===== config.mk =====
export PLATFORM = sky130hd
export DESIGN_NAME = multi_server_queue_dispatcher_core_flat
export DESIGN_NICKNAME = d
export VERILOG_FILES = /design/src/hw/rtl/mqd_pkg.sv /design/src/hw/rtl/mqd_if.sv /design/src/hw/rtl/mqd_rem_unit.sv /design/src/hw/rtl/mqd_wait_queue.sv /design/src/hw/rtl/multi_server_queue_dispatcher_core.sv /design/src/flat_wrapper.sv
export SDC_FILE = /design/constraint.sdc
export NUM_CORES = 1
export LEC_CHECK = 0
export BUFFER_PORTS_ARGS = -buffer_cell sky130_fd_sc_hd__buf_2
export CORE_ASPECT_RATIO = 2
export CORE_MARGIN = 5
export CORE_UTILIZATION = 30
export CTS_BUF_LIST = sky130_fd_sc_hd__clkbuf_8
export CTS_CLUSTER_SIZE = 40
export DETAILED_ROUTE_END_ITERATION = 12
export GPL_TIMING_DRIVEN = 0
export HOLD_SLACK_MARGIN = 0.15
export SLEW_MARGIN = 10
export SYNTH_ARGS = -nofsm -noshare
export SYNTH_HDL_FRONTEND = slang
export SYNTH_SLANG_ARGS = --single-unit

===== constraint.sdc =====
create_clock -name clk -period 8 [get_ports clk]
set_input_delay 0.4 -clock clk [delete_from_list [all_inputs] [get_ports clk]]
set_output_delay 0.4 -clock clk [all_outputs]
set_load 0.02 [all_outputs]

===== src/hw/rtl/mqd_pkg.sv =====
// Package for the multi-server queue dispatcher: sizes, codes, reset values and structs.
// It depends on nothing; the remainder unit, the wait queue and the top level use it.
`default_nettype none

package mqd_pkg;

  localparam int NUM_SERVERS = 4;
  localparam int QUEUE_DEPTH = 16;

  localparam int SRV_IW = (NUM_SERVERS > 1) ? $clog2(NUM_SERVERS) : 1;
  localparam int SRV_CW = $clog2(NUM_SERVERS + 1);
  localparam int Q_AW   = (QUEUE_DEPTH > 1) ? $clog2(QUEUE_DEPTH) : 1;
  localparam int Q_FW   = $clog2(QUEUE_DEPTH + 1);

  localparam int TAG_W   = 5;
  localparam int DRAW_W  = 8;
  localparam int SPAN_W  = 9;
  localparam int DRAW_CW = $clog2(DRAW_W);
  localparam int CFG_AW  = 5;

  localparam logic [TAG_W-1:0] TAG_LAST = 5'd25;

  // Register reset values
  localparam logic [3:0]  RST_ACTIVE_SERVERS = 4'd4;
  localparam logic [8:0]  RST_MAX_QUEUE_LEN  = 9'd16;
  localparam logic [7:0]  RST_MIN_SERVICE    = 8'd1;
  localparam logic [7:0]  RST_MAX_SERVICE    = 8'd8;
  localparam logic [31:0] RST_ARRIVAL_STOP   = 32'd60;

  typedef enum logic [2:0] {
    REG_ACTIVE_SERVERS   = 3'd0,
    REG_MAX_QUEUE_LENGTH = 3'd1,
    REG_MIN_SERVICE_TIME = 3'd2,
    REG_MAX_SERVICE_TIME = 3'd3,
    REG_ARRIVAL_STOP     = 3'd4
  } reg_idx_t;

  typedef enum logic [2:0] {
    ST_IDLE,
    ST_FREE,
    ST_ARRIVE,
    ST_SCAN,
    ST_DIV,
    ST_EMIT,
    ST_STATUS
  } state_t;

  typedef enum logic {
    KIND_DISPATCH = 1'b0,
    KIND_STATUS   = 1'b1
  } kind_t;

  typedef struct packed {
    logic              start;
    logic [DRAW_W-1:0] dividend;
    logic [SPAN_W-1:0] divisor;
  } rem_req_t;

  typedef struct packed {
    logic              done;
    logic [DRAW_W-1:0] rem;
  } rem_rsp_t;

  typedef struct packed {
    logic             push;
    logic             pop;
    logic [TAG_W-1:0] tag;
  } q_cmd_t;

  typedef struct packed {
    logic [Q_FW-1:0]  fill;
    logic [TAG_W-1:0] head_tag;
  } q_stat_t;

  typedef struct packed {
    logic        kind;
    logic [2:0]  server_index;
    logic [4:0]  customer_tag;
    logic [31:0] service_end_tick;
    logic [7:0]  busy_mask;
    logic [8:0]  queue_length;
    logic [3:0]  dropped_count;
    logic        simulation_done;
    logic        last;
  } out_rec_t;

endpackage

`default_nettype wire


===== src/hw/rtl/mqd_if.sv =====
// Valid/ready channel interfaces: tick items in, dispatch and status items out.
// Standalone; used by the top level and by whatever drives it.
`default_nettype none

interface mqd_in_if;
  logic        valid;
  logic        ready;
  logic [3:0]  arrival_count;
  logic [63:0] random_bits;

  modport source (output valid, output arrival_count, output random_bits, input ready);
  modport sink   (input valid, input arrival_count, input random_bits, output ready);
endinterface

interface mqd_out_if;
  logic        valid;
  logic        ready;
  logic        kind;
  logic [2:0]  server_index;
  logic [4:0]  customer_tag;
  logic [31:0] service_end_tick;
  logic [7:0]  busy_mask;
  logic [8:0]  queue_length;
  logic [3:0]  dropped_count;
  logic        simulation_done;
  logic        last;

  modport source (output valid, output kind, output server_index, output customer_tag,
                  output service_end_tick, output busy_mask, output queue_length,
                  output dropped_count, output simulation_done, output last,
                  input ready);
  modport sink   (input valid, input kind, input server_index, input customer_tag,
                  input service_end_tick, input busy_mask, input queue_length,
                  input dropped_count, input simulation_done, input last,
                  output ready);
endinterface

`default_nettype wire


===== src/hw/rtl/mqd_rem_unit.sv =====
// Shared iterative remainder unit: restoring division, one quotient bit per cycle.
// Depends on mqd_pkg.
`default_nettype none

module mqd_rem_unit (
  input  wire               clk,
  input  wire               rst_n,
  input  mqd_pkg::rem_req_t req,
  output mqd_pkg::rem_rsp_t rsp
);

  logic                        busy_r, busy_nxt;
  logic                        done_r, done_nxt;
  logic [mqd_pkg::DRAW_CW-1:0] cnt_r, cnt_nxt;
  logic [mqd_pkg::DRAW_W-1:0]  dvd_r, dvd_nxt;
  logic [mqd_pkg::SPAN_W-1:0]  dvs_r, dvs_nxt;
  logic [mqd_pkg::DRAW_W-1:0]  rem_r, rem_nxt;

  logic [mqd_pkg::SPAN_W-1:0]  trial;
  logic [mqd_pkg::SPAN_W-1:0]  trial_sub;

  // partial remainder stays below the divisor (at most 256), so 8 bits hold it
  assign trial     = {rem_r, dvd_r[mqd_pkg::DRAW_W-1]};
  assign trial_sub = (trial >= dvs_r) ? (trial - dvs_r) : trial;

  always_comb begin
    busy_nxt = busy_r;
    done_nxt = 1'b0;
    cnt_nxt  = cnt_r;
    dvd_nxt  = dvd_r;
    dvs_nxt  = dvs_r;
    rem_nxt  = rem_r;
    if (req.start) begin
      busy_nxt = 1'b1;
      cnt_nxt  = '0;
      dvd_nxt  = req.dividend;
      dvs_nxt  = req.divisor;
      rem_nxt  = '0;
    end else if (busy_r) begin
      rem_nxt = trial_sub[mqd_pkg::DRAW_W-1:0];
      dvd_nxt = {dvd_r[mqd_pkg::DRAW_W-2:0], 1'b0};
      cnt_nxt = cnt_r + 1'b1;
      if (cnt_r == mqd_pkg::DRAW_CW'(mqd_pkg::DRAW_W - 1)) begin
        busy_nxt = 1'b0;
        done_nxt = 1'b1;
      end
    end
  end

  always_ff @(posedge clk) begin
    if (!rst_n) begin
      busy_r <= 1'b0;
      done_r <= 1'b0;
      cnt_r  <= '0;
    end else begin
      busy_r <= busy_nxt;
      done_r <= done_nxt;
      cnt_r  <= cnt_nxt;
    end
  end

  always_ff @(posedge clk) begin
    dvd_r <= dvd_nxt;
    dvs_r <= dvs_nxt;
    rem_r <= rem_nxt;
  end

  assign rsp.done = done_r;
  assign rsp.rem  = rem_r;

endmodule

`default_nettype wire


===== src/hw/rtl/mqd_wait_queue.sv =====
// Wait queue of customer tags: circular buffer memory with head pointer and fill count.
// Depends on mqd_pkg. Read data is registered from the head entry every cycle.
`default_nettype none

module mqd_wait_queue (
  input  wire              clk,
  input  wire              rst_n,
  input  mqd_pkg::q_cmd_t  cmd,
  output mqd_pkg::q_stat_t stat
);

  logic [mqd_pkg::Q_AW-1:0]  head_r, head_nxt;
  logic [mqd_pkg::Q_FW-1:0]  fill_r, fill_nxt;
  logic [mqd_pkg::TAG_W-1:0] rd_r;
  logic [mqd_pkg::TAG_W-1:0] mem [mqd_pkg::QUEUE_DEPTH];

  logic [mqd_pkg::Q_AW:0]    tail_sum;
  logic [mqd_pkg::Q_AW:0]    tail_wrap;
  logic [mqd_pkg::Q_AW-1:0]  tail;

  // head < depth and fill < depth on a push, so one subtract wraps the sum
  assign tail_sum  = (mqd_pkg::Q_AW + 1)'(head_r) + (mqd_pkg::Q_AW + 1)'(fill_r);
  assign tail_wrap = (tail_sum >= (mqd_pkg::Q_AW + 1)'(mqd_pkg::QUEUE_DEPTH))
                   ? tail_sum - (mqd_pkg::Q_AW + 1)'(mqd_pkg::QUEUE_DEPTH) : tail_sum;
  assign tail      = tail_wrap[mqd_pkg::Q_AW-1:0];

  always_comb begin
    head_nxt = head_r;
    fill_nxt = fill_r;
    if (cmd.push) begin
      fill_nxt = fill_r + 1'b1;
    end else if (cmd.pop) begin
      fill_nxt = fill_r - 1'b1;
      head_nxt = (head_r == mqd_pkg::Q_AW'(mqd_pkg::QUEUE_DEPTH - 1)) ? '0 : head_r + 1'b1;
    end
  end

  always_ff @(posedge clk) begin
    if (!rst_n) begin
      head_r <= '0;
      fill_r <= '0;
    end else begin
      head_r <= head_nxt;
      fill_r <= fill_nxt;
    end
  end

  always_ff @(posedge clk) begin
    if (cmd.push) begin
      mem[tail] <= cmd.tag;
    end
    rd_r <= mem[head_r];
  end

  assign stat.fill     = fill_r;
  assign stat.head_tag = rd_r;

endmodule

`default_nettype wire


===== src/hw/rtl/multi_server_queue_dispatcher_core.sv =====
// Multi-server queue dispatcher, top level: sequencer, server state, config registers.
// Depends on mqd_pkg, mqd_if, mqd_rem_unit and mqd_wait_queue.
//
// Usage:
//   in_ch carries one item per simulated clock tick: arrival_count customers
//   and a 64-bit random word whose byte i draws the service time of server i.
//   out_ch returns, per tick, one dispatch item for every customer handed to
//   an idle server (kind 0), then one status item (kind 1, last 1) that holds
//   drop count, queue length, busy mask and the done flag.
//   cfg_* is an APB-style port; register i sits at byte address 4*i, pready is
//   always high, writes belong in idle time between ticks.
// Timing:
//   in_ch.ready is high only while the sequencer waits for a tick. One tick
//   admits its arrivals (if arrivals are open), scans the servers and makes
//   its dispatches: arrivals enter the queue one per cycle, and each
//   dispatch waits on the shared remainder unit.
// Reset (rst_n low, synchronous): tick 0, queue empty, all servers idle,
//   tag counter 0, registers to defaults, no item pending on out_ch.
// Stalls: a single output register holds one item; while out_ch.ready stays
//   low the sequencer waits before loading the next one, nothing is lost.
`default_nettype none

module multi_server_queue_dispatcher_core (
  input  wire                          clk,
  input  wire                          rst_n,
  mqd_in_if.sink                       in_ch,
  mqd_out_if.source                    out_ch,
  input  wire                          cfg_psel,
  input  wire                          cfg_penable,
  input  wire                          cfg_pwrite,
  input  wire  [mqd_pkg::CFG_AW-1:0]   cfg_paddr,
  input  wire  [31:0]                  cfg_pwdata,
  output logic [31:0]                  cfg_prdata,
  output logic                         cfg_pready
);

  // ---------------------------------------------------------------- config
  logic [3:0]  act_r;
  logic [8:0]  maxq_r;
  logic [7:0]  mins_r;
  logic [7:0]  maxs_r;
  logic [31:0] stop_r;

  logic              cfg_wr;
  mqd_pkg::reg_idx_t cfg_idx;

  assign cfg_pready = 1'b1;
  assign cfg_wr     = cfg_psel && cfg_penable && cfg_pwrite;
  assign cfg_idx    = mqd_pkg::reg_idx_t'(cfg_paddr[4:2]);

  always_ff @(posedge clk) begin
    if (!rst_n) begin
      act_r  <= mqd_pkg::RST_ACTIVE_SERVERS;
      maxq_r <= mqd_pkg::RST_MAX_QUEUE_LEN;
      mins_r <= mqd_pkg::RST_MIN_SERVICE;
      maxs_r <= mqd_pkg::RST_MAX_SERVICE;
      stop_r <= mqd_pkg::RST_ARRIVAL_STOP;
    end else if (cfg_wr) begin
      unique case (cfg_idx)
        mqd_pkg::REG_ACTIVE_SERVERS:   act_r  <= cfg_pwdata[3:0];
        mqd_pkg::REG_MAX_QUEUE_LENGTH: maxq_r <= cfg_pwdata[8:0];
        mqd_pkg::REG_MIN_SERVICE_TIME: mins_r <= cfg_pwdata[7:0];
        mqd_pkg::REG_MAX_SERVICE_TIME: maxs_r <= cfg_pwdata[7:0];
        mqd_pkg::REG_ARRIVAL_STOP:     stop_r <= cfg_pwdata;
        default: ;
      endcase
    end
  end

  always_comb begin
    unique case (cfg_idx)
      mqd_pkg::REG_ACTIVE_SERVERS:   cfg_prdata = 32'(act_r);
      mqd_pkg::REG_MAX_QUEUE_LENGTH: cfg_prdata = 32'(maxq_r);
      mqd_pkg::REG_MIN_SERVICE_TIME: cfg_prdata = 32'(mins_r);
      mqd_pkg::REG_MAX_SERVICE_TIME: cfg_prdata = 32'(maxs_r);
      mqd_pkg::REG_ARRIVAL_STOP:     cfg_prdata = stop_r;
      default:                       cfg_prdata = '0;
    endcase
  end

  // Derived limits: clamp to built sizes, collapse an inverted service range.
  logic [8:0] q_limit;
  logic [3:0] n_srv;
  logic [mqd_pkg::SPAN_W-1:0] span;

  assign q_limit = (maxq_r > 9'(mqd_pkg::QUEUE_DEPTH)) ? 9'(mqd_pkg::QUEUE_DEPTH) : maxq_r;
  assign n_srv   = (act_r > 4'(mqd_pkg::NUM_SERVERS)) ? 4'(mqd_pkg::NUM_SERVERS) : act_r;
  assign span    = (maxs_r >= mins_r) ? ({1'b0, maxs_r} - {1'b0, mins_r} + 9'd1) : 9'd1;

  // ---------------------------------------------------------------- state
  mqd_pkg::state_t state_r, state_nxt;

  logic [31:0]                     tick_r, tick_nxt;
  logic [3:0]                      arr_r, arr_nxt;
  logic [63:0]                     rnd_r, rnd_nxt;
  logic                            open_r, open_nxt;
  logic [3:0]                      arr_idx_r, arr_idx_nxt;
  logic [3:0]                      drop_r, drop_nxt;
  logic [mqd_pkg::SRV_CW-1:0]      srv_r, srv_nxt;
  logic [mqd_pkg::NUM_SERVERS-1:0] busy_r, busy_nxt;
  logic [mqd_pkg::TAG_W-1:0]       tag_cnt_r, tag_cnt_nxt;
  logic [31:0]                     end_r [mqd_pkg::NUM_SERVERS];
  mqd_pkg::out_rec_t               out_r, out_nxt;
  logic                            out_vld_r, out_vld_nxt;

  logic                            end_we;
  logic [31:0]                     end_val;
  logic [mqd_pkg::SRV_IW-1:0]      srv_idx;
  logic [mqd_pkg::NUM_SERVERS-1:0] busy_set;
  logic                            slot_free;
  logic                            scan_done;
  logic                            can_disp;
  logic                            arr_more;

  mqd_pkg::rem_req_t rem_req;
  mqd_pkg::rem_rsp_t rem_rsp;
  mqd_pkg::q_cmd_t   q_cmd;
  mqd_pkg::q_stat_t  q_stat;

  mqd_rem_unit u_rem (
    .clk   (clk),
    .rst_n (rst_n),
    .req   (rem_req),
    .rsp   (rem_rsp)
  );

  mqd_wait_queue u_queue (
    .clk   (clk),
    .rst_n (rst_n),
    .cmd   (q_cmd),
    .stat  (q_stat)
  );

  assign srv_idx   = srv_r[mqd_pkg::SRV_IW-1:0];
  assign busy_set  = busy_r | (mqd_pkg::NUM_SERVERS'(1) << srv_idx);
  assign slot_free = !out_vld_r || out_ch.ready;
  assign scan_done = (4'(srv_r) >= n_srv);
  assign can_disp  = !busy_r[srv_idx] && (q_stat.fill != '0);
  assign arr_more  = open_r && (arr_idx_r != arr_r);
  // min plus remainder is narrow; one 32-bit add with the tick
  assign end_val   = tick_r + 32'(9'(mins_r) + 9'(rem_rsp.rem));

  // Next state
  always_comb begin
    state_nxt = state_r;
    unique case (state_r)
      mqd_pkg::ST_IDLE:   if (in_ch.valid) state_nxt = mqd_pkg::ST_FREE;
      mqd_pkg::ST_FREE:   state_nxt = mqd_pkg::ST_ARRIVE;
      mqd_pkg::ST_ARRIVE: if (!arr_more) state_nxt = mqd_pkg::ST_SCAN;
      mqd_pkg::ST_SCAN: begin
        if (scan_done) state_nxt = mqd_pkg::ST_STATUS;
        else if (can_disp) state_nxt = mqd_pkg::ST_DIV;
      end
      mqd_pkg::ST_DIV:    if (rem_rsp.done) state_nxt = mqd_pkg::ST_EMIT;
      mqd_pkg::ST_EMIT:   if (slot_free) state_nxt = mqd_pkg::ST_SCAN;
      mqd_pkg::ST_STATUS: if (slot_free) state_nxt = mqd_pkg::ST_IDLE;
      default:            state_nxt = mqd_pkg::ST_IDLE;
    endcase
  end

  // Datapath and outputs
  always_comb begin
    tick_nxt    = tick_r;
    arr_nxt     = arr_r;
    rnd_nxt     = rnd_r;
    open_nxt    = open_r;
    arr_idx_nxt = arr_idx_r;
    drop_nxt    = drop_r;
    srv_nxt     = srv_r;
    busy_nxt    = busy_r;
    tag_cnt_nxt = tag_cnt_r;
    out_nxt     = out_r;
    out_vld_nxt = out_vld_r && !out_ch.ready;
    end_we      = 1'b0;

    rem_req.start    = 1'b0;
    rem_req.dividend = rnd_r[8*srv_idx +: 8];
    rem_req.divisor  = span;

    q_cmd.push = 1'b0;
    q_cmd.pop  = 1'b0;
    q_cmd.tag  = tag_cnt_r;

    unique case (state_r)
      mqd_pkg::ST_IDLE: begin
        if (in_ch.valid) begin
          arr_nxt = in_ch.arrival_count;
          rnd_nxt = in_ch.random_bits;
        end
      end
      mqd_pkg::ST_FREE: begin
        // release servers ending now, all in parallel
        for (int i = 0; i < mqd_pkg::NUM_SERVERS; i++) begin
          if (busy_r[i] && (end_r[i] == tick_r)) busy_nxt[i] = 1'b0;
        end
        open_nxt    = (tick_r < stop_r);
        arr_idx_nxt = '0;
        drop_nxt    = '0;
        srv_nxt     = '0;
      end
      mqd_pkg::ST_ARRIVE: begin
        if (arr_more) begin
          arr_idx_nxt = arr_idx_r + 1'b1;
          if (9'(q_stat.fill) < q_limit) begin
            q_cmd.push  = 1'b1;
            tag_cnt_nxt = (tag_cnt_r == mqd_pkg::TAG_LAST) ? '0 : tag_cnt_r + 1'b1;
          end else begin
            drop_nxt = drop_r + 1'b1;
          end
        end
      end
      mqd_pkg::ST_SCAN: begin
        if (!scan_done) begin
          if (can_disp) rem_req.start = 1'b1;
          else          srv_nxt       = srv_r + 1'b1;
        end
      end
      mqd_pkg::ST_DIV: ;
      mqd_pkg::ST_EMIT: begin
        if (slot_free) begin
          end_we    = 1'b1;
          busy_nxt  = busy_set;
          q_cmd.pop = 1'b1;
          srv_nxt   = srv_r + 1'b1;
          out_vld_nxt             = 1'b1;
          out_nxt.kind            = mqd_pkg::KIND_DISPATCH;
          out_nxt.server_index    = 3'(srv_idx);
          out_nxt.customer_tag    = q_stat.head_tag;
          out_nxt.service_end_tick = end_val;
          out_nxt.busy_mask       = 8'(busy_set);
          out_nxt.queue_length    = 9'(q_stat.fill - 1'b1);
          out_nxt.dropped_count   = drop_r;
          out_nxt.simulation_done = 1'b0;
          out_nxt.last            = 1'b0;
        end
      end
      mqd_pkg::ST_STATUS: begin
        if (slot_free) begin
          tick_nxt                = tick_r + 32'd1;
          out_vld_nxt             = 1'b1;
          out_nxt.kind            = mqd_pkg::KIND_STATUS;
          out_nxt.server_index    = '0;
          out_nxt.customer_tag    = '0;
          out_nxt.service_end_tick = '0;
          out_nxt.busy_mask       = 8'(busy_r);
          out_nxt.queue_length    = 9'(q_stat.fill);
          out_nxt.dropped_count   = drop_r;
          out_nxt.simulation_done = (q_stat.fill == '0) && (tick_r > stop_r) && (busy_r == '0);
          out_nxt.last            = 1'b1;
        end
      end
      default: ;
    endcase
  end

  always_ff @(posedge clk) begin
    if (!rst_n) begin
      state_r   <= mqd_pkg::ST_IDLE;
      tick_r    <= '0;
      open_r    <= 1'b0;
      arr_idx_r <= '0;
      drop_r    <= '0;
      srv_r     <= '0;
      busy_r    <= '0;
      tag_cnt_r <= '0;
      out_vld_r <= 1'b0;
    end else begin
      state_r   <= state_nxt;
      tick_r    <= tick_nxt;
      open_r    <= open_nxt;
      arr_idx_r <= arr_idx_nxt;
      drop_r    <= drop_nxt;
      srv_r     <= srv_nxt;
      busy_r    <= busy_nxt;
      tag_cnt_r <= tag_cnt_nxt;
      out_vld_r <= out_vld_nxt;
    end
  end

  // payload: no reset
  always_ff @(posedge clk) begin
    arr_r <= arr_nxt;
    rnd_r <= rnd_nxt;
    out_r <= out_nxt;
    if (end_we) end_r[srv_idx] <= end_val;
  end

  // ---------------------------------------------------------------- ports
  assign in_ch.ready             = (state_r == mqd_pkg::ST_IDLE);
  assign out_ch.valid            = out_vld_r;
  assign out_ch.kind             = out_r.kind;
  assign out_ch.server_index     = out_r.server_index;
  assign out_ch.customer_tag     = out_r.customer_tag;
  assign out_ch.service_end_tick = out_r.service_end_tick;
  assign out_ch.busy_mask        = out_r.busy_mask;
  assign out_ch.queue_length     = out_r.queue_length;
  assign out_ch.dropped_count    = out_r.dropped_count;
  assign out_ch.simulation_done  = out_r.simulation_done;
  assign out_ch.last             = out_r.last;

endmodule

`default_nettype wire


===== src/flat_wrapper.sv =====
// flat-port wrapper written by rule: the top's interface ports become plain ports
module multi_server_queue_dispatcher_core_flat 
  (clk, rst_n, cfg_psel, cfg_penable, cfg_pwrite, cfg_paddr, cfg_pwdata, cfg_prdata, cfg_pready, in_ch_valid, in_ch_arrival_count, in_ch_random_bits, in_ch_ready, out_ch_valid, out_ch_kind, out_ch_server_index, out_ch_customer_tag, out_ch_service_end_tick, out_ch_busy_mask, out_ch_queue_length, out_ch_dropped_count, out_ch_simulation_done, out_ch_last, out_ch_ready);
  mqd_in_if in_ch_i ();
  mqd_out_if out_ch_i ();
  input  wire clk;
  input  wire rst_n;
  input  wire cfg_psel;
  input  wire cfg_penable;
  input  wire cfg_pwrite;
  input  wire  [mqd_pkg::CFG_AW-1:0] cfg_paddr;
  input  wire  [31:0] cfg_pwdata;
  output logic [31:0] cfg_prdata;
  output logic cfg_pready;
  input wire logic [$bits(in_ch_i.valid)-1:0] in_ch_valid;
  input wire logic [$bits(in_ch_i.arrival_count)-1:0] in_ch_arrival_count;
  input wire logic [$bits(in_ch_i.random_bits)-1:0] in_ch_random_bits;
  output wire logic [$bits(in_ch_i.ready)-1:0] in_ch_ready;
  output wire logic [$bits(out_ch_i.valid)-1:0] out_ch_valid;
  output wire logic [$bits(out_ch_i.kind)-1:0] out_ch_kind;
  output wire logic [$bits(out_ch_i.server_index)-1:0] out_ch_server_index;
  output wire logic [$bits(out_ch_i.customer_tag)-1:0] out_ch_customer_tag;
  output wire logic [$bits(out_ch_i.service_end_tick)-1:0] out_ch_service_end_tick;
  output wire logic [$bits(out_ch_i.busy_mask)-1:0] out_ch_busy_mask;
  output wire logic [$bits(out_ch_i.queue_length)-1:0] out_ch_queue_length;
  output wire logic [$bits(out_ch_i.dropped_count)-1:0] out_ch_dropped_count;
  output wire logic [$bits(out_ch_i.simulation_done)-1:0] out_ch_simulation_done;
  output wire logic [$bits(out_ch_i.last)-1:0] out_ch_last;
  input wire logic [$bits(out_ch_i.ready)-1:0] out_ch_ready;
  assign in_ch_i.valid = in_ch_valid;
  assign in_ch_i.arrival_count = in_ch_arrival_count;
  assign in_ch_i.random_bits = in_ch_random_bits;
  assign in_ch_ready = in_ch_i.ready;
  assign out_ch_valid = out_ch_i.valid;
  assign out_ch_kind = out_ch_i.kind;
  assign out_ch_server_index = out_ch_i.server_index;
  assign out_ch_customer_tag = out_ch_i.customer_tag;
  assign out_ch_service_end_tick = out_ch_i.service_end_tick;
  assign out_ch_busy_mask = out_ch_i.busy_mask;
  assign out_ch_queue_length = out_ch_i.queue_length;
  assign out_ch_dropped_count = out_ch_i.dropped_count;
  assign out_ch_simulation_done = out_ch_i.simulation_done;
  assign out_ch_last = out_ch_i.last;
  assign out_ch_i.ready = out_ch_ready;
  multi_server_queue_dispatcher_core u_core (.clk(clk), .rst_n(rst_n), .in_ch(in_ch_i), .out_ch(out_ch_i), .cfg_psel(cfg_psel), .cfg_penable(cfg_penable), .cfg_pwrite(cfg_pwrite), .cfg_paddr(cfg_paddr), .cfg_pwdata(cfg_pwdata), .cfg_prdata(cfg_prdata), .cfg_pready(cfg_pready));
endmodule

==> out/metrics.csv, run 1 <==
stage;metric;value;unit
status;run status;finished clean;
floorplanning;core footprint;73600;sq um
timing;Setup Viol. Count Final;0;
timing;clk_skew;39.1;ps
setup_path;Worst Path Required;8560;ps
synthesis;Yosys reg bits;461;
synthesis;share of the synthesized area in the top cell type;42.8;%
layout;fillers;7072;
cts;Num CTS Buffers;72;
hold_path;hold crit path type;in2reg;
timing;achievable frequency;0.222;GHz
drt;routed vias/inst;4.94;
setup_path;Worst setup SP type;flop;
timing;max-slew violation count;0;
cts;H-tree depth;3;
synthesis;EDFF count, synth;316;
layout;Layout Area Growth over Synthesis;19.5;%
global_routing;GRT Total Usage;16.7;%
drt;Via Count;15591;
drt;WL final;68500;microns
layout;area of the multi-input gates;9040;sq um
timing;final period utilization;56.3;%
cts;clock-pin slew on the worst setup and hold paths;70;ps
global_routing;vias in the first global route;16476;
global_routing;largest net degree at the start of global routing;37;
synthesis;sequential fraction of the synthesis area;55.9;%
placed_design;Placed Area;24300;sq um
floorplanning;DIE WIDTH;202;microns
job;MaxCap Viol Count;0;
floorplanning;I/O pin count;211;
synthesis;largest cells by area after synthesis;edfxtp_1, dfxtp_1, xnor2_1, ha_1, mux4_2;
timing;worst slew pin tran;1110;ps
layout;FF+latch area;12400;sq um
synthesis;cell taking the most area after synthesis;edfxtp_1;
global_routing;first-pass GRT wire length;100000;microns
placed_design;IO buf count;166;
global_routing;GR Overflow Total;0;
synthesis;ys async rst share;0;%
power;pwr/cell area;229;nW/um^2
cts;worst-skew pair later-pin latency;710;ps
power;Worst VDD drop;0.228;mV
timing;RSZ-0062 raised after global routing;no;
synthesis;synthesized area;22200;sq um
synthesis;most common cell in the netlist;edfxtp_1;
cts;clk buf depth;3;
synthesis;Post-synth top flop;edfxtp_1;
floorplanning;Die H;395;microns
placed_design;RePlAce Congestion;0.930;
setup_path;Worst EP arrival;5070;ps
cts;clk sinks;461;
setup_path;Setup Crit Path Kind;reg2reg;
synthesis;synthesized area per cell;11.9;sq um
timing;Tmin final;4510;ps
placed_design;detailed placer's ending HPWL;52800;microns
synthesis;Commonest cells post-synth;edfxtp_1, xnor2_1, dfxtp_1;
power;Leak;10.0;nW
setup_path;Setup crit end kind;flop;
setup_path;Reg2Reg Depth;13;
layout;share of cells above drive strength 1;17.4;%
setup_path;CP Max Fanout;10;
drt;post-route ant nets;0;
drt;1st-iter DRT viols;914;
floorplanning;num rows;141;
drt;Remaining DRCs;0;
cts;CTS tree;built;
hold_path;worst hold path depth;5;
floorplanning;Initial Util;30.1;%
cts;CTS Root Cell;clkbuf_8;
layout;NumNets Final;2394;
timing;Fin. Hold Viols;0;
floorplanning;die area;79800;sq um
synthesis;Syn Inst Count;1856;
timing;Fin Setup TNS;0;ps
drt;first drt pass iteration count;5;
global_routing;initial antenna violation count;1;
synthesis;Netlist cell types;69;
synthesis;synth warn;0;
drt;DR WL/cell;21.7;microns
layout;post-route cell area;26500;sq um
timing;Rel. slew slack;25.6;%
## power breakdown
part	switching (mW)	leakage, nW	internal (mW)
clock network	1.01	0.840	1.15
registers	0.0933	4.14	2.73
logic	0.682	5.04	0.412
total	1.78	10.0	4.30
## cell usage in the layout, fill, tap and decap left out, types with 11 or more instances in the layout
| master | netlist | layout |
|---|---|---|
| nor2_1 | 139 | 139 |
| o21ai_0 | 43 | 43 |
| mux2i_1 | 39 | 39 |
| a21o_1 | 13 | 13 |
| a21oi_1 | 87 | 87 |
| edfxtp_1 | 316 | 316 |
| buf_4 | 14 | 14 |
| xnor2_1 | 146 | 146 |
| nand3_1 | 44 | 44 |
| nor4_1 | 14 | 14 |
| nand4_1 | 44 | 44 |
| buf_2 | 23 | 189 |
| nor3_1 | 27 | 27 |
| dlygate4sd3_1 | 0 | 68 |
| mux4_2 | 35 | 35 |
| dfxtp_1 | 145 | 145 |
| ha_1 | 101 | 101 |
| nor2b_1 | 22 | 22 |
| o211ai_1 | 15 | 15 |
| and3_1 | 33 | 33 |
| inv_1 | 80 | 96 |
| mux2_2 | 12 | 12 |
| xor2_1 | 81 | 81 |
| clkbuf_1 | 59 | 59 |
| nand2b_1 | 11 | 11 |
| clkbuf_8 | 0 | 83 |
| nand2_1 | 135 | 135 |
| o21a_1 | 11 | 11 |
| and2_1 | 40 | 35 |
## timing repair
item / CTS / global route
buffers inserted: 0 / 0
resized for setup: 0 / 0
hold endpoints to repair: 97 / 0
hold buffers: 68 / 0
## state kept, by name, indices dropped and copies added, names as in the netlist, 9 cells and up
signal and cells:
u_core.end_r 128, u_core.maxq_r 9, u_core.out_ch.service_end_tick 32, u_core.rnd_r 32
u_core.stop_r 32, u_core.tick_r 32, u_core.u_queue.mem 80, u_core.u_rem.dvs_r 9
## stage by stage
| stage | hold WS (ps) | utilization [%] | setup WS (ps) | total power, mW | instances |
|---|---|---|---|---|---|
| 2_1_floorplan | 428 | - | 4510 | 3.56 | 1860 |
| 3_5_place_dp | 462 | 33.0 | 3540 | 3.94 | 2959 |
| 4_1_cts | 178 | 36.0 | 3570 | 6.14 | 3155 |
| 5_1_grt | 239 | 36.0 | 3280 | 6.34 | 3156 |
| 6_report | 221 | 36.0 | 3490 | 6.08 | 3156 |
| 3_3_place_gp | 461 | 32.9 | 3650 | 3.91 | 2955 |
## worst paths after layout
check / slack [ps] / endpoint / from
worst max-delay path: 3490 / u_core.out_ch.service_end_tick[29] / u_core.mins_r[0]
worst min-delay path: 220 / u_core.stop_r[1] / cfg_penable
worst min register to register: 470 / u_core.stop_r[14] / u_core.stop_r[14]
worst max register to register: 3490 / u_core.out_ch.service_end_tick[29] / u_core.mins_r[0]
## cells by family (layout without fill, tap and decap cells)
family / count (synthesis) / in the layout / share of synthesized area [%]
AND/OR/NAND/NOR: 555 / 555 / 12.7
flip-flops: 461 / 461 / 55.9
AO/OA/AOI/OAI: 232 / 232 / 6.49
XOR/XNOR: 227 / 227 / 8.96
buffers and inverters: 182 / 548 / 3.48
adder cells (fa/ha/maj): 110 / 110 / 6.51
multiplexers: 87 / 87 / 5.99
other: 2 / 7 / 0.0339
## critical path: stages, from the launching register on
cell	delay [ps]
dfxtp_1	380
ha_1	240
fa_1	410
a21o_1	180
a21oi_1	240
o21bai_1	90
a21oi_1	230
o21ai_0	180
ha_1	440
nand3_1	140
a21oi_1	590
o21ai_0	230
xnor2_1	750
and2_1	270
## final cells by class
type                            instances  area share, %
Clock buffer                           83           4.31
Antenna cell                            1        0.00944
Clock inverter                         45           1.45
Sequential cell                       461           46.8
Tap cell                              929           4.39
Inverter                               81           1.15
Multi-Input combinational cell       1217           34.1
Timing Repair Buffer                  238           6.06
Buffer                                101           1.77
## layer usage
metal	up-vias	wire, microns	global-route usage [%]
li1	7272	-	-
met1	7516	21200	14.5
met2	577	38200	32.7
met3	226	2960	2.86
met4	0	6070	13.3
met5	-	0	0
(Power assumes the default switching activity.)
==> run 2, diff against run 1 <==
clock period = 3.7 ns   (was 8 ns; I/O delays follow)
==> out/metrics.csv, run 2 (same netlist as run 1, synthesis figures left out) <==
stage;metric;value;unit
setup_path;Worst setup SP type;flop;
power;Worst VDD drop;0.314;mV
drt;top sig layer;met4;
drt;DR WL/cell;21.6;microns
setup_path;Setup crit end kind;flop;
drt;metal2 WL;39000;microns
cts;clk buf depth;3;
timing;RSZ-0062 raised after global routing;yes;
cts;CTS Root Cell;clkbuf_8;
placed_design;RePlAce Congestion;0.930;
layout;Largest register FFs;128;
timing;max-slew violation count;0;
timing;achievable frequency;0.276;GHz
drt;post-route ant nets;0;
global_routing;largest net degree at the start of global routing;37;
hold_path;hold crit path type;in2reg;
job;MaxCap Viol Count;0;
floorplanning;core footprint;73600;sq um
drt;met3 wire len;2750;microns
floorplanning;I/O pin count;211;
status;run status;finished clean;
power;pwr/cell area;482;nW/um^2
placed_design;detailed placer's ending HPWL;52800;microns
cts;worst-skew pair later-pin latency;720;ps
layout;most common cell after layout, fill and taps aside;edfxtp_1;
timing;clk_skew;39.5;ps
cts;Num CTS Buffers;72;
timing;worst slew pin tran;1040;ps
drt;Via Count;15944;
layout;Largest Register;u_core.end_r;
global_routing;first-pass GRT wire length;102000;microns
timing;final period utilization;97.9;%
layout;Layout Area Growth over Synthesis;24.3;%
cts;clk sinks;461;
placed_design;pre-CTS setup slack;-757;ps
drt;first drt pass iteration count;5;
layout;NumNets Final;2470;
floorplanning;Initial Util;30.1;%
drt;1st-iter DRT viols;929;
drt;Remaining DRCs;0;
timing;Fin. Hold Viols;0;
layout;most frequent cells in the layout;edfxtp_1, buf_2, dfxtp_1;
layout;biggest regs;u_core.end_r: 128 flops, u_core.u_queue.mem: 80 flops;
drt;WL final;69700;microns
timing;Tmin final;3620;ps
drt;WL met1;21800;microns
timing;Rel. slew slack;30.4;%
cts;H-tree depth;3;
cts;CTS tree;built;
timing;Setup Viol. Count Final;0;
global_routing;GRT Total Usage;17.0;%
global_routing;vias in the first global route;16837;
setup_path;Setup Crit Path Kind;reg2reg;
setup_path;CP Max Fanout;7;
floorplanning;DIE WIDTH;202;microns
cts;clock-pin slew on the worst setup and hold paths;60;ps
floorplanning;Die H;395;microns
floorplanning;num rows;141;
drt;routed vias/inst;4.93;
setup_path;Worst Path Required;4170;ps
global_routing;GR Overflow Total;0;
timing;setup slack after layout;77.8;ps
setup_path;Worst EP arrival;4100;ps
global_routing;initial antenna violation count;1;
power;total power;13.3;mW
layout;share of cells above drive strength 1;20.1;%
floorplanning;die area;79800;sq um
placed_design;IO buf count;166;
power;Leak;10.6;nW
[run 2: cell count changes in the layout (fill, tap and decap cells not counted), sizes merged]
cell and change:
dlygate4sd3 +46, buf +30
[run 2: per-layer routing]
metal / track usage [%] / up-vias
met4: 13.6 / 0
li1: - / 7417
met1: 14.8 / 7747
met2: 33.4 / 550
met3: 2.66 / 230
met5: 0 / -
[run 2: worst paths after layout]
check / startpoint / to / slack [ps] / cells past startpoint
max: u_core.u_rem.rem_r[0] / u_core.out_ch.service_end_tick[28] / 80 / 16
min: in_ch_random_bits[31] / u_core.rnd_r[31] / 200 / 2
max reg2reg: u_core.u_rem.rem_r[0] / u_core.out_ch.service_end_tick[28] / 80 / 16
min reg2reg: u_core.stop_r[14] / u_core.stop_r[14] / 470 / 2
[run 2: per-stage QoR]
stage	instance area, sq um	instances	util, %	hold WS, ps	setup TNS, ps
after global placement	24200	2955	32.9	362	-40260
after detailed placement	24300	2959	33.0	363	-48760
final	27600	3232	37.5	203	0
after CTS	27300	3215	37.1	150	0
after global routing	27600	3232	37.5	207	-526
after floorplan	22200	1860	-	284	0
[run 2: final cells by class]
cell class / instances / area, sq um
plain buffers: 101 / 472
multi-input cells: 1217 / 9370
clock inverters: 45 / 384
well taps: 929 / 1160
repair buffers: 314 / 2320
inverters: 81 / 304
clock buffers: 83 / 1140
fillers: 6984 / 46000
diodes: 1 / 2.50
flip-flops and latches: 461 / 12400
[run 2: where the power goes]
group	internal (mW)	total [mW]	switching [mW]	leakage (nW)
Combinational	0.978	2.49	1.51	5.59
Sequential	5.91	6.11	0.201	4.14
Clock	2.50	4.67	2.18	0.840
[run 2: worst max-delay path, stage by stage (launching register included)]
cell and delay, ps:
dfxtp_4 360, ha_4 160, fa_2 380, a21o_1 170, a21oi_2 150, o21bai_1 100, a21oi_2 210, xnor2_2 100
ha_1 360, o21a_1 130, o21a_1 210, a211oi_4 310, buf_6 200, nor3_4 50, xor2_2 170, buf_6 170
and2_4 150
[run 2: timing repair]
action,in CTS,in global routing
hold endpoints to repair,108,0
setup buffers,14,17
pin swaps,9,15
resized for setup,44,33
setup endpoints to repair,122,97
hold buffers,114,0
==> run 3, diff against run 2 <==
PLACE_DENSITY = 0.5   (was unset)
==> out/metrics.csv, run 3 (same netlist as run 1, synthesis figures left out) <==
stage;metric;value;unit
status;run status;finished clean;
timing;final period utilization;99.3;%
drt;DR WL/cell;22.8;microns
setup_path;R2R Path Start;u_core.mins_r[0];
drt;Via Count;15709;
cts;clock-pin slew on the worst setup and hold paths;70;ps
timing;Rel. slew slack;16.0;%
global_routing;vias in the first global route;16673;
placed_design;IO buf count;166;
layout;FF+latch area;12400;sq um
setup_path;Reg2Reg Depth;17;
cts;clk sinks;461;
cts;H-tree depth;3;
job;MaxCap Viol Count;0;
drt;Remaining DRCs;0;
setup_path;CP Launch Point;u_core.mins_r[0];
drt;first drt pass iteration count;5;
timing;worst slew pin tran;1250;ps
global_routing;GRT Total Usage;18.2;%
global_routing;largest net degree at the start of global routing;37;
timing;achievable frequency;0.272;GHz
floorplanning;Die H;395;microns
layout;most frequent cells in the layout;edfxtp_1, buf_2, dfxtp_1;
drt;WL final;73900;microns
timing;max-slew violation count;0;
timing;RSZ-0062 raised after global routing;yes;
layout;share of cells above drive strength 1;19.9;%
layout;Layout Area Growth over Synthesis;24.5;%
floorplanning;DIE WIDTH;202;microns
cts;Num CTS Buffers;73;
global_routing;GR Overflow Total;0;
floorplanning;core footprint;73600;sq um
power;Worst VDD drop;0.308;mV
timing;Fin Setup TNS;0;ps
layout;post-route cell area;27600;sq um
timing;Tmin final;3670;ps
drt;1st-iter DRT viols;770;
setup_path;Setup Crit Path Kind;reg2reg;
global_routing;first-pass GRT wire length;108000;microns
drt;post-route ant nets;0;
placed_design;RePlAce Congestion;0.923;
floorplanning;Initial Util;30.1;%
timing;clk_skew;24.5;ps
cts;CTS tree;built;
timing;Setup Viol. Count Final;0;
layout;most common cell after layout, fill and taps aside;edfxtp_1;
setup_path;Worst setup SP type;flop;
setup_path;Critical Path End;u_core.out_ch.service_end_tick[26];
cts;CTS Root Cell;clkbuf_8;
layout;fillers;7053;
setup_path;Setup crit end kind;flop;
setup_path;reg-to-reg endpoint;u_core.out_ch.service_end_tick[26];
cts;clk buf depth;3;
power;pwr/cell area;479;nW/um^2
setup_path;Worst Path Required;4130;ps
layout;NumNets Final;2481;
drt;routed vias/inst;4.84;
hold_path;hold crit path type;in2reg;
timing;Fin. Hold Viols;0;
floorplanning;num rows;141;
layout;Largest register FFs;128;
global_routing;initial antenna violation count;4;
power;Leak;10.5;nW
setup_path;Worst EP arrival;4100;ps
cts;worst-skew pair later-pin latency;690;ps
setup_path;CP Max Fanout;5;
layout;Final Util;37.5;%
layout;biggest regs;u_core.end_r: 128 flops, u_core.u_queue.mem: 80 flops;
timing;WHS;287;ps
floorplanning;I/O pin count;211;
layout;area of the multi-input gates;9310;sq um
setup_path;FF-to-FF setup slack;30;ps
floorplanning;die area;79800;sq um
placed_design;detailed placer's ending HPWL;56100;microns
layout;Largest Register;u_core.end_r;
placed_design;Placed Area;24300;sq um
==> run 3: final cells by class <==
class                      instances  share of cell area [%]
sequential                       461                    44.9
multi-input combinational       1217                    33.7
antenna                            3                  0.0272
clock inverter                    53                    1.56
buffer                           101                    1.71
clock buffer                      79                    3.94
inverter                          81                    1.10
timing repair buffer             324                    8.82
tap                              929                    4.21
==> run 3: timing repair <==
action / in CTS / in global routing
hold endpoints to repair: 109 / 0
hold buffers: 116 / 0
resized for setup: 48 / 16
cloned: 0 / 1
pin swaps: 13 / 13
setup buffers: 27 / 14
endpoints found under the setup margin: 147 / 41
==> run 3: routing by layer <==
metal | vias up | track usage, % | share of wire, %
li1 | 7436 | - | -
met1 | 7670 | 17.9 | 35
met2 | 426 | 34.9 | 54
met3 | 175 | 3.41 | 4.3
met4 | 2 | 10.7 | 6.6
met5 | - | 0 | 0.027
==> run 3: report_power, final <==
part           internal [mW]  switching (mW)  total, mW
logic                  0.966            1.47       2.44
clock network           2.48            2.20       4.68
registers               5.90           0.200       6.10
==> run 3: through the flow <==
step / worst slack (ps) / power (mW) / instances
after CTS: 24.3 / 13.4 / 3235
after global placement: -1430 / 8.45 / 2955
after global routing: -73.4 / 13.8 / 3246
final: 27.2 / 13.2 / 3248
after floorplan: 210 / 7.70 / 1860
after detailed placement: -1220 / 8.49 / 2960
==> run 3: worst min-delay path by stage <==
stage	start	to	depth (start not counted)
2_1_floorplan	in_ch_arrival_count[0]	u_core.arr_r[0]	0
3_3_place_gp	in_ch_random_bits[24]	u_core.rnd_r[24]	1
3_5_place_dp	in_ch_random_bits[11]	u_core.rnd_r[11]	1
4_1_cts	cfg_penable	u_core.stop_r[1]	4
5_1_grt	cfg_pwdata[21]	u_core.stop_r[21]	4
6_report	cfg_pwdata[24]	u_core.stop_r[24]	4
==> run 3: critical path, cell delays in order (launching register included) <==
cell       delay (ps)
dfxtp_4           380
ha_4              170
fa_2              340
a21o_1            190
a21oi_2           150
o21bai_1           90
a21oi_2           190
xnor2_1           150
ha_1              280
o21a_1            120
o21a_1            210
a211oi_4          270
buf_6             150
clkbuf_16         150
nor3b_2            50
xor2_2            180
buf_4             170
and2_1            160
